<file path="src/rtl/core/frgcd_pkg.sv">
// Shared types for the fraction GCD reduction block.
// No dependencies; imported by frgcd_div and fraction_gcd_reduce_unit.
`timescale 1ns / 1ps
package frgcd_pkg;

  // Status of the shared serial divider, seen by the sequencer
  typedef struct packed {
    logic busy;   // division in progress
    logic done;   // one-cycle pulse: quotient and remainder valid
  } frgcd_div_stat_t;

endpackage

</file>
<file path="src/rtl/core/fraction_gcd_reduce_unit.sv">
// Top level of the fraction GCD reduction block: stream ports and sequencer.
// Depends on frgcd_pkg and frgcd_div.
//
// Usage: present a fraction on the s_ group; a word is taken when s_tvalid and
// s_tready are both high. s_tready is high only while the sequencer is idle,
// so one fraction is worked on at a time. The reduced fraction and the signed
// common divisor appear on the m_ group and hold until m_tready takes them.
// The output register parts the two sides: a new fraction may be accepted
// while the previous result still waits, and the sequencer only stalls at
// the end of the next item if that result has not yet been taken.
// A zero numerator skips the divider and goes through S_DONE to the output
// register. Otherwise every division runs on the shared serial divider at one
// quotient bit per cycle, and an item needs k Euclid remainder steps plus two
// exact divisions, k at most about 46 for 32 bits and far fewer for typical operands.
// Reset (rst, synchronous) drops any item in flight and clears m_tvalid.
`timescale 1ns / 1ps
module fraction_gcd_reduce_unit
  import frgcd_pkg::*;
#(
  parameter int WORD_BITS = 32
) (
  input  logic                                  clk,
  input  logic                                  rst,
  input  logic                                  s_tvalid,
  output logic                                  s_tready,
  // fields from bit 0: num_in, den_in, zero pad to whole bytes
  input  logic [8*((2*WORD_BITS+7)/8)-1:0]      s_tdata,
  output logic                                  m_tvalid,
  input  logic                                  m_tready,
  // fields from bit 0: num_out, den_out, common_divisor, zero pad to whole bytes
  output logic [8*((3*WORD_BITS+7)/8)-1:0]      m_tdata
);

  localparam int OUT_W = 8 * ((3 * WORD_BITS + 7) / 8);

  typedef enum logic [2:0] {
    S_IDLE,
    S_REM,    // Euclid remainder steps
    S_QNUM,   // numerator divided by the common divisor
    S_QDEN,   // denominator divided by the common divisor
    S_DONE    // wait for the output register to free up
  } state_t;

  state_t               state;
  logic [WORD_BITS-1:0] num_r;
  logic [WORD_BITS-1:0] den_r;
  logic [WORD_BITS-1:0] n;        // current Euclid divisor
  logic [WORD_BITS-1:0] res_num;
  logic [WORD_BITS-1:0] res_den;
  logic [WORD_BITS-1:0] res_div;
  logic [WORD_BITS-1:0] op_a;
  logic [WORD_BITS-1:0] op_b;
  logic                 go;

  frgcd_div_stat_t      stat;
  logic [WORD_BITS-1:0] quo;
  logic [WORD_BITS-1:0] rem;

  logic [WORD_BITS-1:0] in_num;
  logic [WORD_BITS-1:0] in_den;

  assign in_num   = s_tdata[WORD_BITS-1:0];
  assign in_den   = s_tdata[2*WORD_BITS-1:WORD_BITS];
  assign s_tready = (state == S_IDLE);

  frgcd_div #(
    .WORD_BITS(WORD_BITS)
  ) u_div (
    .clk  (clk),
    .rst  (rst),
    .go   (go),
    .op_a (op_a),
    .op_b (op_b),
    .stat (stat),
    .quo  (quo),
    .rem  (rem)
  );

  always_ff @(posedge clk) begin
    if (rst) begin
      state    <= S_IDLE;
      go       <= 1'b0;
      m_tvalid <= 1'b0;
    end else begin
      go <= 1'b0;
      // drop the output word once taken, unless a new one replaces it
      if (m_tvalid && m_tready && (state != S_DONE)) begin
        m_tvalid <= 1'b0;
      end
      case (state)
        S_IDLE: begin
          if (s_tvalid) begin
            num_r <= in_num;
            den_r <= in_den;
            if (in_num == '0) begin
              // zero numerator passes through with divisor 1
              res_num <= '0;
              res_den <= in_den;
              res_div <= {{(WORD_BITS-1){1'b0}}, 1'b1};
              state   <= S_DONE;
            end else begin
              n     <= in_num;
              op_a  <= in_den;
              op_b  <= in_num;
              go    <= 1'b1;
              state <= S_REM;
            end
          end
        end
        S_REM: begin
          if (stat.done) begin
            if (rem == '0) begin
              // n is the signed common divisor
              res_div <= n;
              op_a    <= num_r;
              op_b    <= n;
              go      <= 1'b1;
              state   <= S_QNUM;
            end else begin
              // advance the pair to (n, m rem n)
              n    <= rem;
              op_a <= n;
              op_b <= rem;
              go   <= 1'b1;
            end
          end
        end
        S_QNUM: begin
          if (stat.done) begin
            res_num <= quo;
            op_a    <= den_r;
            op_b    <= res_div;
            go      <= 1'b1;
            state   <= S_QDEN;
          end
        end
        S_QDEN: begin
          if (stat.done) begin
            res_den <= quo;
            state   <= S_DONE;
          end
        end
        S_DONE: begin
          // hold until the output register is empty or being emptied
          if (!m_tvalid || m_tready) begin
            m_tdata  <= OUT_W'({res_div, res_den, res_num});
            m_tvalid <= 1'b1;
            state    <= S_IDLE;
          end
        end
        default: begin
          state <= S_IDLE;
        end
      endcase
    end
  end

`ifndef SYNTH
  // never launch a division on top of one in progress
  a_go_not_busy: assert property (@(posedge clk) disable iff (rst)
    go |-> !stat.busy)
    else $error("divider launched while busy");

  // the divider is quiet whenever the sequencer accepts input
  a_idle_quiet: assert property (@(posedge clk) disable iff (rst)
    (state == S_IDLE) |-> (!stat.busy && !go))
    else $error("divider active while idle");

  // a delivered common divisor is never zero
  a_div_nonzero: assert property (@(posedge clk) disable iff (rst)
    m_tvalid |-> (m_tdata[3*WORD_BITS-1:2*WORD_BITS] != '0))
    else $error("zero common divisor on output");
`endif

endmodule

</file>
<file path="src/rtl/core/frgcd_div.sv">
// Radix-2 restoring signed divider, one quotient bit per cycle.
// Gives truncated quotient and remainder; depends on frgcd_pkg.
`timescale 1ns / 1ps
module frgcd_div
  import frgcd_pkg::*;
#(
  parameter int WORD_BITS = 32
) (
  input  logic                        clk,
  input  logic                        rst,
  input  logic                        go,
  input  logic [WORD_BITS-1:0]        op_a,
  input  logic [WORD_BITS-1:0]        op_b,
  output frgcd_div_stat_t             stat,
  output logic [WORD_BITS-1:0]        quo,
  output logic [WORD_BITS-1:0]        rem
);

  localparam int CNT_W = $clog2(WORD_BITS + 1);

  logic [WORD_BITS-1:0] dvd;   // dividend bits shifting out, quotient bits shifting in
  logic [WORD_BITS-1:0] dvs;
  logic [WORD_BITS-1:0] part;  // partial remainder, below dvs whenever dvs is nonzero
  logic [CNT_W-1:0]     cnt;
  logic                 busy;
  logic                 done;
  logic                 neg_q;
  logic                 neg_r;

  logic [WORD_BITS:0]   trial;
  logic [WORD_BITS+1:0] diff;

  assign trial = {part, dvd[WORD_BITS-1]};
  assign diff  = {1'b0, trial} - {2'b00, dvs};

  always_ff @(posedge clk) begin
    if (rst) begin
      busy <= 1'b0;
      done <= 1'b0;
      cnt  <= '0;
    end else begin
      done <= 1'b0;
      if (go) begin
        // take magnitudes; the most negative value maps to its unsigned magnitude
        dvd   <= op_a[WORD_BITS-1] ? ({WORD_BITS{1'b0}} - op_a) : op_a;
        dvs   <= op_b[WORD_BITS-1] ? ({WORD_BITS{1'b0}} - op_b) : op_b;
        part  <= '0;
        neg_q <= op_a[WORD_BITS-1] ^ op_b[WORD_BITS-1];
        neg_r <= op_a[WORD_BITS-1];
        cnt   <= CNT_W'(WORD_BITS);
        busy  <= 1'b1;
      end else if (busy) begin
        if (!diff[WORD_BITS+1]) begin
          part <= diff[WORD_BITS-1:0];
        end else begin
          part <= trial[WORD_BITS-1:0];
        end
        dvd <= {dvd[WORD_BITS-2:0], ~diff[WORD_BITS+1]};
        cnt <= cnt - CNT_W'(1);
        if (cnt == CNT_W'(1)) begin
          busy <= 1'b0;
          done <= 1'b1;
        end
      end
    end
  end

  // remainder follows the dividend sign; quotient wraps on overflow
  assign quo = neg_q ? ({WORD_BITS{1'b0}} - dvd) : dvd;
  assign rem = neg_r ? ({WORD_BITS{1'b0}} - part) : part;

  assign stat.busy = busy;
  assign stat.done = done;

endmodule
</file>
<file path="config.mk">
export PLATFORM = sky130hd
export DESIGN_NAME = fraction_gcd_reduce_unit
export DESIGN_NICKNAME = d
export VERILOG_FILES = /design/src/rtl/core/frgcd_pkg.sv /design/src/rtl/core/fraction_gcd_reduce_unit.sv /design/src/rtl/core/frgcd_div.sv
export SDC_FILE = /design/constraint.sdc
export NUM_CORES = 1
export LEC_CHECK = 0
export BUFFER_PORTS_ARGS = -buffer_cell sky130_fd_sc_hd__buf_4
export CAP_MARGIN = 15
export CORE_MARGIN = 8
export CORE_UTILIZATION = 40
export CTS_BUF_LIST = sky130_fd_sc_hd__clkbuf_2 sky130_fd_sc_hd__clkbuf_4 sky130_fd_sc_hd__clkbuf_8
export CTS_CLUSTER_DIAMETER = 120
export DETAILED_ROUTE_END_ITERATION = 7
export PLACE_DENSITY = 0.57
export SYNTH_ARGS = -nofsm -noshare
export SYNTH_HDL_FRONTEND = slang
export SYNTH_SLANG_ARGS = --single-unit
</file>
<file path="constraint.sdc">
create_clock -name clk -period 19 [get_ports clk]
set_input_delay 0.95 -clock clk [delete_from_list [all_inputs] [get_ports clk]]
set_output_delay 0.95 -clock clk [all_outputs]
set_load 0.02 [all_outputs]
</file>
==> key figures <==
Outcome
  – Outcome: finished, final reports clean

Placed design
  – Placer congestion estimate: 0.8847
  – Pre-CTS WS: 14.13 ns
  – Port buffer count: between 150 and 200
  – Hpwl dp: 45950 µm

Layout
  – Area Overhead vs Synth: 15.79%
  – Fillers: 5162
  – Layout Nets: 2233
  – Layout cells sized above 1: 16.42%

Logic synthesis
  – Xor-xnor portion of the synthesized cell area: 5.249%
  – Synthesized instance count: about 2000
  – Compound-Gate Fraction of Synth Area: between 10 and 15%
  – Seq/Total Area, Yosys: 60.69%
  – Mux contribution to synthesized area: 0.5900%
  – Synthesis Warnings: 0
  – Netlist Area Pre-Place: 0.02269 mm²
  – Syn_nets: 2075
  – Register bit total from synthesis: 463
  – Post-synthesis simple-gate area fraction: 13.10%
  – Distinct cell type count after synthesis: 75
  – Post-synthesis adder-cell area fraction: 2.183%
  – Share of flip-flops with an asynchronous set or reset: 0%
  – Mean Syn Cell Area: 11.53 µm²
  – Ys flop type: edfxtp_1
  – Post-synth EDFFs: 450
  – Largest family of logic cells by synthesized area: compound AO/OA/AOI/OAI gates

Detailed routing
  – Total routed wirelength: 65230 µm
  – DRC Markers: 0
  – TritonRoute pass-1 iters: 5
  – 1st-iter DRT viols: between 1500 and 2000
  – Via count: 16660
  – DR WL/cell: 22.16 µm
  – Vias/cell: 5.658
  – Final antenna-violating net count: 0

Timing
  – Worst Max-Slew Pin Slew: 1.124 ns
  – Setup TNS: 0 ns
  – Clock Skews: 0.04439 ns
  – Final setup vio count: 0
  – Tmin final: 4.839 ns
  – Final hold violations: 0
  – Achievable frequency: about 0.21 GHz
  – Post-route worst setup slack: 14.16 ns
  – Max-slew violations: 0
  – Rel. slew slack: about a quarter
  – Unrepaired setup endpoints after global routing: no
  – Fin crit share: 25.47%

Clock tree
  – CTS sink count: 463
  – CTS Hold Bufs: 0
  – Total setup buffers inserted after CTS: 0
  – Root Driver: clkbuf_8
  – Reg clk slew, reported paths: ~0.060 ns
  – # H-tree levels: 3
  – Maximum buffer depth of the clock tree: 3
  – CTS-repair resized insts: 0
  – Worst-skew pair later-pin latency: approximately 0.68 ns
  – CTS tree: built
  – TritonCTS Buffers: 81

Worst setup path
  – Crit path from: u_div.part[0]
  – Crit path max-delay cell type: nor2_4
  – Crit path arrival time: 5.11 ns
  – Worst path bufs/invs: 1
  – Critical Path End Type: register
  – Nature of the critical path startpoint: register
  – Crit path max-delay family: simple AND/OR/NAND/NOR gates
  – R2r startpoint: u_div.part[0]
  – Crit-path max FO: 32
  – Critical path required time: 19.27 ns
  – Critical path's largest stage delay: 0.88 ns
  – Crit Path Class: reg2reg
  – CP Cell Sequence: inv_1, ha_1, nor2b_1, nand4_1, o41a_1, o32ai_1, nor4b_1, a41oi_1, nor2_4

Power and ir drop
  – Leakage: roughly 9.6 nW
  – Power per cell area: 98.38 mW/mm²
  – VDD IR-drop max: ~55 µV

Global route
  – Global route total overflow: 0
  – Initial antenna violation count: 2
  – First-pass GRT wire length: 98680 µm
  – Largest net degree at the start of global routing: 100
  – Overall routing resource usage: between 15 and 20%
  – Vias in the first global route: 16410

Hold path
  – Hold Crit Start: res_den[27]
  – HP Class: reg2reg

Floorplan
  – Row count: between 80 and 90
  – Io pins: 166
  – Die area: between 0.06 and 0.07 mm²
  – Die Ht: 254.2 µm
  – Core box area: ~0.056 mm²
  – Starting Density: 40.32%
  – Width of the die: 254.2 µm

Job
  – Max-cap violations: 0
-- worst reg2reg max path, cell delays in order (launching register included) --
cell and delay (ns):
edfxtp_1 0.49, inv_1 0.15, ha_1 0.22, nor2b_1 0.29
nand4_1 0.46, o41a_1 0.56, o32ai_1 0.34, nor4b_1 0.72
a41oi_1 0.29, nor2_4 0.88
-- per-layer routing --
metal  routed length, µm  vias to the layer above  track usage, %
met5                   0                        -               0
li1                    -                     7733               -
met1               29100                     8241           27.58
met4                1276                        0           5.328
met3                4771                       88           4.259
met2               30080                      595           31.20
-- per-stage QoR --
stage	hold WS [ns]	total power (W)	std cells	util (%)	instance area, µm²
floorplan	0.4003	0.001556	1968	-	22690
global placement	0.4049	0.001689	2797	43.80	24650
detailed placement	0.4045	0.001697	2797	43.80	24650
CTS	0.4125	0.002605	2940	46.60	26220
global route	0.4203	0.002697	2944	46.69	26280
finish	0.4100	0.002585	2944	46.69	26280
-- kinds of logic after synthesis --
| family | Yosys count |
|---|---|
| AO/OA/AOI/OAI | 499 |
| multiplexers | 13 |
| flip-flops | 463 |
| adder cells (fa/ha/maj) | 39 |
| AND/OR/NAND/NOR | 612 |
| buffers and inverters | 206 |
| XOR/XNOR | 136 |
-- final cells by class --
cell class / instances / area (µm²) / area share, %
Antenna cell: 2 / 5.005 / 0.01905
Clock inverter: 36 / 240.2 / 0.9142
Timing Repair Buffer: 186 / 1429 / 5.438
Inverter: 95 / 356.6 / 1.357
Sequential cell: 463 / 13770 / 52.42
Multi-Input combinational cell: 1299 / 8190 / 31.17
Tap cell: 756 / 945.9 / 3.600
Clock buffer: 107 / 1335 / 5.081
-- layout by cell type (no fill, tap or decap), types with 15 or more instances in the layout --
master	instances
inv_1	95
a21o_1	22
o211ai_1	46
nor2_1	117
nor4_1	27
clkbuf_4	22
or3_1	21
ha_1	38
a21oi_1	98
xnor2_1	66
nor3_1	26
xor2_1	70
nand3_1	78
clkinv_1	19
a22oi_1	72
o31ai_1	30
or2_2	19
o41ai_1	18
clkbuf_8	85
buf_4	184
nand4_1	15
nand2_1	221
edfxtp_1	450
o21ai_0	110
-- synthesized netlist by cell type (12+ instances only) --
cell	n	area, µm²
xnor2_1	66	578.1
nor3_1	28	140.1
o41ai_1	18	157.7
nor2_1	121	454.2
a22oi_1	72	540.5
o21ai_0	110	550.5
a21oi_1	99	495.5
xor2_1	70	613.1
o211ai_1	46	345.3
nor4_1	30	187.7
o21a_1	12	90.09
nand4_1	15	93.84
clkbuf_1	94	352.8
a21o_1	22	165.2
or4_1	14	105.1
inv_1	95	356.6
ha_1	38	475.5
nand2_1	221	829.6
or3_1	21	131.4
edfxtp_1	450	13510
or2_2	19	118.9
nand2b_1	14	87.58
dfxtp_1	13	260.3
nand3_1	78	390.4
o31ai_1	30	225.2
-- flip-flops by register name (all words and copies together) (netlist names) --
register     count
u_div.part      32
state            3
u_div.dvs       32
u_div.dvd       32
n               32
op_b            32
m_tvalid         1
res_num         32
res_div         32
u_div.neg_r      1
res_den         32
op_a            32
u_div.cnt        6
den_r           32
m_tdata         96
num_r           32
u_div.neg_q      1
go               1
u_div.done       1
u_div.busy       1
-- where the power goes --
| group | internal (W) | switching (W) | total, W |
|---|---|---|---|
| registers | 0.00121 | 0.0000558 | 0.00126 |
| logic | 0.000148 | 0.000269 | 0.000417 |
| clock network | 0.000477 | 0.000427 | 0.000904 |
-- final timing paths --
kind	to	slack, ns	cells past startpoint
setup / recovery	res_div[5]	14.16	9
hold / removal	m_tdata[59]	0.41	0
setup reg to reg	res_div[5]	14.16	9
hold reg to reg	m_tdata[59]	0.41	0
(Power assumes the default switching activity.)
